`src/hdl/sm4_block_cipher_x4_core_assert.svh`:
```
// Assertion macros for the SM4 core sequencer.
`ifndef SM4_BLOCK_CIPHER_X4_CORE_ASSERT_SVH
`define SM4_BLOCK_CIPHER_X4_CORE_ASSERT_SVH

// Same-cycle implication under asynchronous active-low reset.
`define SM4_ASSERT_IMP(lbl, clk, rst_n, ante, cons) \
  lbl: assert property (@(posedge clk) disable iff (!rst_n) (ante) |-> (cons)) \
    else $error("sm4 assertion failed");

// Next-cycle implication under asynchronous active-low reset.
`define SM4_ASSERT_NXT(lbl, clk, rst_n, ante, cons) \
  lbl: assert property (@(posedge clk) disable iff (!rst_n) (ante) |=> (cons)) \
    else $error("sm4 assertion failed");

`endif

```
`src/hdl/sm4_pkg.sv`:
```
// Shared types, constants and round function of the SM4 core.
package sm4_pkg;

  localparam int unsigned WordW       = 32;
  localparam int unsigned NumRounds   = 32;
  localparam int unsigned RoundIdxW   = $clog2(NumRounds);
  localparam int unsigned FieldLanes  = 4;
  localparam int unsigned DefaultLanes = 4;
  localparam int unsigned BlockW      = 128;
  localparam int unsigned HalfW       = 64;
  localparam int unsigned FuncW       = 2;
  localparam int unsigned BlocksW     = FieldLanes * BlockW;
  localparam int unsigned InFieldsW   = FuncW + RoundIdxW + WordW + BlocksW;
  localparam int unsigned InDataW     = ((InFieldsW + 7) / 8) * 8;
  localparam int unsigned OutDataW    = BlocksW;
  localparam int unsigned KeyIdxLsb   = FuncW;
  localparam int unsigned KeyWordLsb  = FuncW + RoundIdxW;
  localparam int unsigned BlocksLsb   = FuncW + RoundIdxW + WordW;

  typedef enum logic [FuncW-1:0] {
    FuncLoad = 2'd0,
    FuncEnc  = 2'd1,
    FuncDec  = 2'd2
  } sm4_func_e;

  // Controller to datapath commands.
  typedef struct packed {
    logic load;  // capture the input blocks into the lane state
    logic step;  // run one round on every lane
    logic emit;  // copy the finished lanes into the output register
  } sm4_cmd_t;

  localparam logic [7:0] SBOX [256] = '{
    8'hD6, 8'h90, 8'hE9, 8'hFE, 8'hCC, 8'hE1, 8'h3D, 8'hB7, 8'h16, 8'hB6, 8'h14, 8'hC2,
    8'h28, 8'hFB, 8'h2C, 8'h05, 8'h2B, 8'h67, 8'h9A, 8'h76, 8'h2A, 8'hBE, 8'h04, 8'hC3,
    8'hAA, 8'h44, 8'h13, 8'h26, 8'h49, 8'h86, 8'h06, 8'h99, 8'h9C, 8'h42, 8'h50, 8'hF4,
    8'h91, 8'hEF, 8'h98, 8'h7A, 8'h33, 8'h54, 8'h0B, 8'h43, 8'hED, 8'hCF, 8'hAC, 8'h62,
    8'hE4, 8'hB3, 8'h1C, 8'hA9, 8'hC9, 8'h08, 8'hE8, 8'h95, 8'h80, 8'hDF, 8'h94, 8'hFA,
    8'h75, 8'h8F, 8'h3F, 8'hA6, 8'h47, 8'h07, 8'hA7, 8'hFC, 8'hF3, 8'h73, 8'h17, 8'hBA,
    8'h83, 8'h59, 8'h3C, 8'h19, 8'hE6, 8'h85, 8'h4F, 8'hA8, 8'h68, 8'h6B, 8'h81, 8'hB2,
    8'h71, 8'h64, 8'hDA, 8'h8B, 8'hF8, 8'hEB, 8'h0F, 8'h4B, 8'h70, 8'h56, 8'h9D, 8'h35,
    8'h1E, 8'h24, 8'h0E, 8'h5E, 8'h63, 8'h58, 8'hD1, 8'hA2, 8'h25, 8'h22, 8'h7C, 8'h3B,
    8'h01, 8'h21, 8'h78, 8'h87, 8'hD4, 8'h00, 8'h46, 8'h57, 8'h9F, 8'hD3, 8'h27, 8'h52,
    8'h4C, 8'h36, 8'h02, 8'hE7, 8'hA0, 8'hC4, 8'hC8, 8'h9E, 8'hEA, 8'hBF, 8'h8A, 8'hD2,
    8'h40, 8'hC7, 8'h38, 8'hB5, 8'hA3, 8'hF7, 8'hF2, 8'hCE, 8'hF9, 8'h61, 8'h15, 8'hA1,
    8'hE0, 8'hAE, 8'h5D, 8'hA4, 8'h9B, 8'h34, 8'h1A, 8'h55, 8'hAD, 8'h93, 8'h32, 8'h30,
    8'hF5, 8'h8C, 8'hB1, 8'hE3, 8'h1D, 8'hF6, 8'hE2, 8'h2E, 8'h82, 8'h66, 8'hCA, 8'h60,
    8'hC0, 8'h29, 8'h23, 8'hAB, 8'h0D, 8'h53, 8'h4E, 8'h6F, 8'hD5, 8'hDB, 8'h37, 8'h45,
    8'hDE, 8'hFD, 8'h8E, 8'h2F, 8'h03, 8'hFF, 8'h6A, 8'h72, 8'h6D, 8'h6C, 8'h5B, 8'h51,
    8'h8D, 8'h1B, 8'hAF, 8'h92, 8'hBB, 8'hDD, 8'hBC, 8'h7F, 8'h11, 8'hD9, 8'h5C, 8'h41,
    8'h1F, 8'h10, 8'h5A, 8'hD8, 8'h0A, 8'hC1, 8'h31, 8'h88, 8'hA5, 8'hCD, 8'h7B, 8'hBD,
    8'h2D, 8'h74, 8'hD0, 8'h12, 8'hB8, 8'hE5, 8'hB4, 8'hB0, 8'h89, 8'h69, 8'h97, 8'h4A,
    8'h0C, 8'h96, 8'h77, 8'h7E, 8'h65, 8'hB9, 8'hF1, 8'h09, 8'hC5, 8'h6E, 8'hC6, 8'h84,
    8'h18, 8'hF0, 8'h7D, 8'hEC, 8'h3A, 8'hDC, 8'h4D, 8'h20, 8'h79, 8'hEE, 8'h5F, 8'h3E,
    8'hD7, 8'hCB, 8'h39, 8'h48
  };

  // Byte-wise S-box substitution followed by the linear transform L.
  function automatic logic [WordW-1:0] sm4_t(input logic [WordW-1:0] x);
    logic [WordW-1:0] b;
    b = {SBOX[x[31:24]], SBOX[x[23:16]], SBOX[x[15:8]], SBOX[x[7:0]]};
    return b ^ {b[29:0], b[31:30]} ^ {b[21:0], b[31:22]} ^
           {b[13:0], b[31:14]} ^ {b[7:0], b[31:8]};
  endfunction

endpackage

```
`src/hdl/sm4_ctrl.sv`:
```
// Sequencer of the SM4 core: handshakes, round counter and key addressing.
`include "sm4_block_cipher_x4_core_assert.svh"

module sm4_ctrl import sm4_pkg::*; (
  input  logic                 clk_i,
  input  logic                 rst_ni,
  input  logic                 in_valid_i,
  input  logic [FuncW-1:0]     in_func_i,
  output logic                 in_ready_o,
  output logic                 out_valid_o,
  input  logic                 out_ready_i,
  output sm4_cmd_t             cmd_o,
  output logic                 key_we_o,
  output logic [RoundIdxW-1:0] key_raddr_o
);

  typedef enum logic [1:0] {
    StIdle,
    StRun,
    StFlush
  } state_e;

  state_e               state_q, state_d;
  logic [RoundIdxW-1:0] round_q, round_d;
  logic                 dec_q, dec_d;
  logic                 out_valid_q, out_valid_d;
  logic                 accept;
  logic                 is_cipher;
  logic                 in_dec;
  logic                 last_round;
  logic [RoundIdxW-1:0] next_idx;
  logic                 rd_dec;

  assign in_ready_o = (state_q == StIdle);
  assign accept     = in_valid_i && in_ready_o;
  assign last_round = (round_q == RoundIdxW'(NumRounds - 1));

  always_comb begin
    is_cipher = 1'b0;
    in_dec    = 1'b0;
    unique case (in_func_i)
      FuncEnc: is_cipher = 1'b1;
      FuncDec: begin
        is_cipher = 1'b1;
        in_dec    = 1'b1;
      end
      default: ;
    endcase
  end

  assign key_we_o = accept && (in_func_i == FuncLoad);

  // Address the key for the round after this one; the RAM read is registered.
  always_comb begin
    if (state_q == StIdle) begin
      next_idx = '0;
      rd_dec   = in_dec;
    end else begin
      next_idx = round_q + RoundIdxW'(1);
      rd_dec   = dec_q;
    end
  end
  assign key_raddr_o = rd_dec ? ~next_idx : next_idx;

  always_comb begin
    cmd_o       = '0;
    cmd_o.load  = accept && is_cipher;
    cmd_o.step  = (state_q == StRun);
    cmd_o.emit  = (state_q == StFlush) && (!out_valid_q || out_ready_i);
  end

  always_comb begin
    state_d     = state_q;
    round_d     = round_q;
    dec_d       = dec_q;
    out_valid_d = out_valid_q;
    if (out_ready_i) begin
      out_valid_d = 1'b0;
    end
    unique case (state_q)
      StIdle: begin
        if (accept && is_cipher) begin
          state_d = StRun;
          round_d = '0;
          dec_d   = in_dec;
        end
      end
      StRun: begin
        round_d = round_q + RoundIdxW'(1);
        if (last_round) begin
          state_d = StFlush;
        end
      end
      StFlush: begin
        if (cmd_o.emit) begin
          out_valid_d = 1'b1;
          state_d     = StIdle;
        end
      end
      default: state_d = StIdle;
    endcase
  end

  always_ff @(posedge clk_i or negedge rst_ni) begin
    if (!rst_ni) begin
      state_q     <= StIdle;
      round_q     <= '0;
      dec_q       <= 1'b0;
      out_valid_q <= 1'b0;
    end else begin
      state_q     <= state_d;
      round_q     <= round_d;
      dec_q       <= dec_d;
      out_valid_q <= out_valid_d;
    end
  end

  assign out_valid_o = out_valid_q;

  `SM4_ASSERT_NXT(a_start_round0, clk_i, rst_ni, cmd_o.load, (state_q == StRun) && (round_q == '0))
  `SM4_ASSERT_NXT(a_last_to_flush, clk_i, rst_ni, (state_q == StRun) && last_round, state_q == StFlush)
  `SM4_ASSERT_IMP(a_emit_slot_free, clk_i, rst_ni, cmd_o.emit, !out_valid_q || out_ready_i)
  `SM4_ASSERT_IMP(a_no_write_busy, clk_i, rst_ni, key_we_o, state_q == StIdle)

endmodule

```
`config.mk`:
```
export PLATFORM = sky130hd
export DESIGN_NAME = sm4_ctrl
export DESIGN_NICKNAME = d
export VERILOG_FILES = /design/src/hdl/sm4_pkg.sv /design/src/hdl/sm4_ctrl.sv
export VERILOG_INCLUDE_DIRS = /design/src /design/src/hdl
export SDC_FILE = /design/constraint.sdc
export NUM_CORES = 1
export LEC_CHECK = 0
export ABC_CLOCK_PERIOD_IN_PS = 4480
export BUFFER_PORTS_ARGS = -buffer_cell sky130_fd_sc_hd__buf_2
export CAP_MARGIN = 25
export CORE_UTILIZATION = 35
export DETAILED_ROUTE_END_ITERATION = 8
export SETUP_SLACK_MARGIN = 0.3
export SLEW_MARGIN = 15
export SYNTH_ARGS = -nofsm -noshare
export SYNTH_HDL_FRONTEND = slang
export SYNTH_SLANG_ARGS = --single-unit
```
`constraint.sdc`:
```
create_clock -name clk_i -period 4.48 [get_ports clk_i]
set_clock_uncertainty 0.15 [all_clocks]
set_input_delay 0.224 -clock clk_i [delete_from_list [all_inputs] [get_ports clk_i]]
set_output_delay 0.224 -clock clk_i [all_outputs]
set_load 0.1 [all_outputs]
```
==> metrics.md <==
| Metric | Value |
|---|---|
| GR Overflow Total | `0` |
| Avg Inst Size Synth | `10.14 sq um` |
| Synth warn | `0` |
| Total CTS buffers | `3` |
| DR WL/cell | `11.26 um` |
| CTS sink cnt | `9` |
| Area of the mapped netlist | `598.1 sq um` |
| Syn Inst Count | `59` |
| CP cell instances | `ha_1, and3_2, ha_1, xnor2_1, a21oi_1, buf_2` |
| Most used cell, CP | `ha_1` |
| Worst setup EP type | `output pin` |
| Synth cell types | `26` |
| Drt first pass iters | `5` |
| Reg-to-reg critical path startpoint | `round_q[0]` |
| Largest net degree at the start of global routing | `10` |
| Full die area | `0.001878 sq mm` |
| Yosys reg bits | `9` |
| Yosys top cell by area | `dfrtp_1` |
| Min Tclk post-route | `2550 ps` |
| Sequential-to-total area share from yosys stat | `37.66%` |
| Post-Synth XOR/XNOR Area | `10.25%` |
| Commonest non-fill, non-tap cells in the layout | `16 x buf_2, 9 x dfrtp_1, 5 x xnor2_1` |
| Rows | `14` |
| Max cap viols | `0` |
| Critical path peak fanout | `4` |
| Largest family of logic cells by synthesized area | `simple AND/OR/NAND/NOR gates` |
| CP startpoint | `round_q[0]` |
| Startpoint types | `register` |
| DIE WIDTH | `43.34 um` |
| CTS root buffer | `clkbuf_4` |
| Synthesized Nets | `69` |
| Family with the most delay on the worst path | `adder cells` |
| Worst-Skew Late Latency | `roughly 250 ps` |
| Violations in the final reports | `DRC` |
| CTS tree | `done` |
| CTS clock-pin slew for the worst setup and hold paths | `60 ps` |
| CP required | `4110 ps` |
| Drt drc | `2` |
| Vias in the first global route | `448` |
| Dpl hpwl | `about 860 um` |
| Tcrit/Tclk final | `~57%` |
| Adder-cell share of the synthesized area | `8.368%` |
| Sum Neg Setup Slack | `0 ps` |
| Syn-to-layout area delta | `20.71%` |
| Worst-Margin Slew | `487.9 ps` |
| # H-tree levels | `1` |
| Post_cts resized | `0` |
| Synth Area in Compound Gates | `11.72%` |
| Yosys top cell area share | `37.66%` |
| Crit path largest cell delay | `440 ps` |
| Antenna Nets Post-Route | `0` |
| Crit-path slowest cell | `buf_2` |
| Via density per instance | `between 4 and 5` |
| Commonest non-fill, non-tap cell in the layout | `buf_2` |
| Final Max Tran Viols | `0` |
| Final Hold Vio Count | `0` |
| Run status | `finished, violations left` |
| Hold wc startpoint | `out_ready_i` |
| Gr usage total | `between 10% and 20%` |
| Global-route wire length before repair | `roughly 1800 um` |
| Initial Utilization | `38.36%` |
| Postcts setup bufs | `0` |
| GPL Wtd Cong | `0.6647` |
| DR iter-0 viols | `7` |
| Slew HR | `67.69%` |
| Die Ht | `~43 um` |
| Achievable Freq | `roughly 0.4 GHz` |
| Final setup vio count | `0` |
| Worst path arrival time | `2180 ps` |
| Antenna diodes | `0` |
| Fin nets | `89` |
| I/O Pins | `17` |
| Mux cell area share after synthesis | `10.04%` |
| Antenna violations before repair | `0` |
| Share of layout cells above drive strength 1 | `35.90%` |
| Via count | `462` |
| Max Root-Sink Buffers | `2` |
| Hold WC Path Type | `in -> reg` |
| CP Buf/Inv Count | `1` |
| Category of the most critical setup path | `reg -> out` |
| Hold-fix buffers, CTS | `1` |
| Total core area | `~0.0016 sq mm` |
| RSZ-0062 raised after global routing | `no` |
| Dominant cells by area after synthesis | `dfrtp_1 38%, ha_1 8.4%, xnor2_1 7.3%, a22o_1 5.9%, mux2_1 3.8%` |
| IO Port Bufs | `16` |
| Drt total wl | `1058 um` |
| Simple-gate area share of the yosys netlist | `17.99%` |
-- Yosys cell counts --
cell / n
and3_2: 1
and3_1: 1
xnor2_1: 5
xor2_1: 2
nor2b_2: 1
a22o_1: 4
nand2_1: 4
o21ai_1: 3
nand2b_1: 2
mux2_1: 2
or2_1: 1
or2_4: 1
ha_1: 4
o21ai_0: 1
inv_1: 2
mux2_2: 2
buf_4: 1
a21oi_1: 3
nor2b_1: 1
buf_2: 1
nor2_4: 1
dfrtp_1: 9
nand3_2: 1
inv_2: 1
mux2_4: 1
nor2_1: 4
-- metrics by stage --
stage	cell area (sq um)	setup WS, ps	hold slack, ps	cells	util (%)
after floorplan	598.1	1341	-221.6	59	-
after global placement	685.7	2241	-69.70	89	43.98
after detailed placement	685.7	2198	-68.44	89	43.98
after CTS	721.9	1914	94.12	94	46.31
after global routing	721.9	1807	114.9	94	46.31
final	721.9	1930	96.18	94	46.31
-- logic make-up after synthesis --
kind of cell               Yosys count
AOI/OAI and AO/OA                   11
xor gates and xnor gates             7
adders and majority gates            4
buffers and inverters                5
DFF                                  9
muxes                                5
and+or+nand+nor                     18
-- worst paths after layout --
path | depth (start not counted) | endpoint | slack (ps)
min in group asynchronous | 2 | round_q[1] | 190
max reg2reg | 4 | round_q[4] | 2770
max in group asynchronous | 2 | dec_q | 3820
min | 3 | out_valid_o | 100
max | 6 | key_raddr_o[4] | 1930
min reg2reg | 2 | out_valid_o | 360
-- state kept, by name (all words and copies together) (netlist names) --
signal	flops
round_q	5
out_valid_o	1
state_q	2
dec_q	1
-- metal layers --
layer / vias up / global-route usage [%] / routed length, um
li1: 237 / - / -
met1: 216 / 18.88 / 530
met2: 9 / 19.09 / 495
met3: 0 / 2.500 / 33
met4: 0 / 5.625 / 0
met5: - / 0 / 0
-- layout make-up --
type / count / area, sq um
Fill cell: 158 / 837.1
Tap cell: 16 / 20.02
Timing Repair Buffer: 17 / 90.09
Clock buffer: 4 / 26.28
Multi-Input combinational cell: 45 / 349.1
Inverter: 3 / 11.26
Sequential cell: 9 / 225.2
-- worst reg2reg max path: cells and delay by family, from the launching register on --
kind                       cells  cell delay (ps)
AOI/OAI and AO/OA              1              220
adders and majority gates      2              570
DFF                            1              430
and+or+nand+nor                1              220
Power is left out: the tool's default activity adds up to more than one toggle a clock period on the data nets, which glitch-free logic cannot reach.
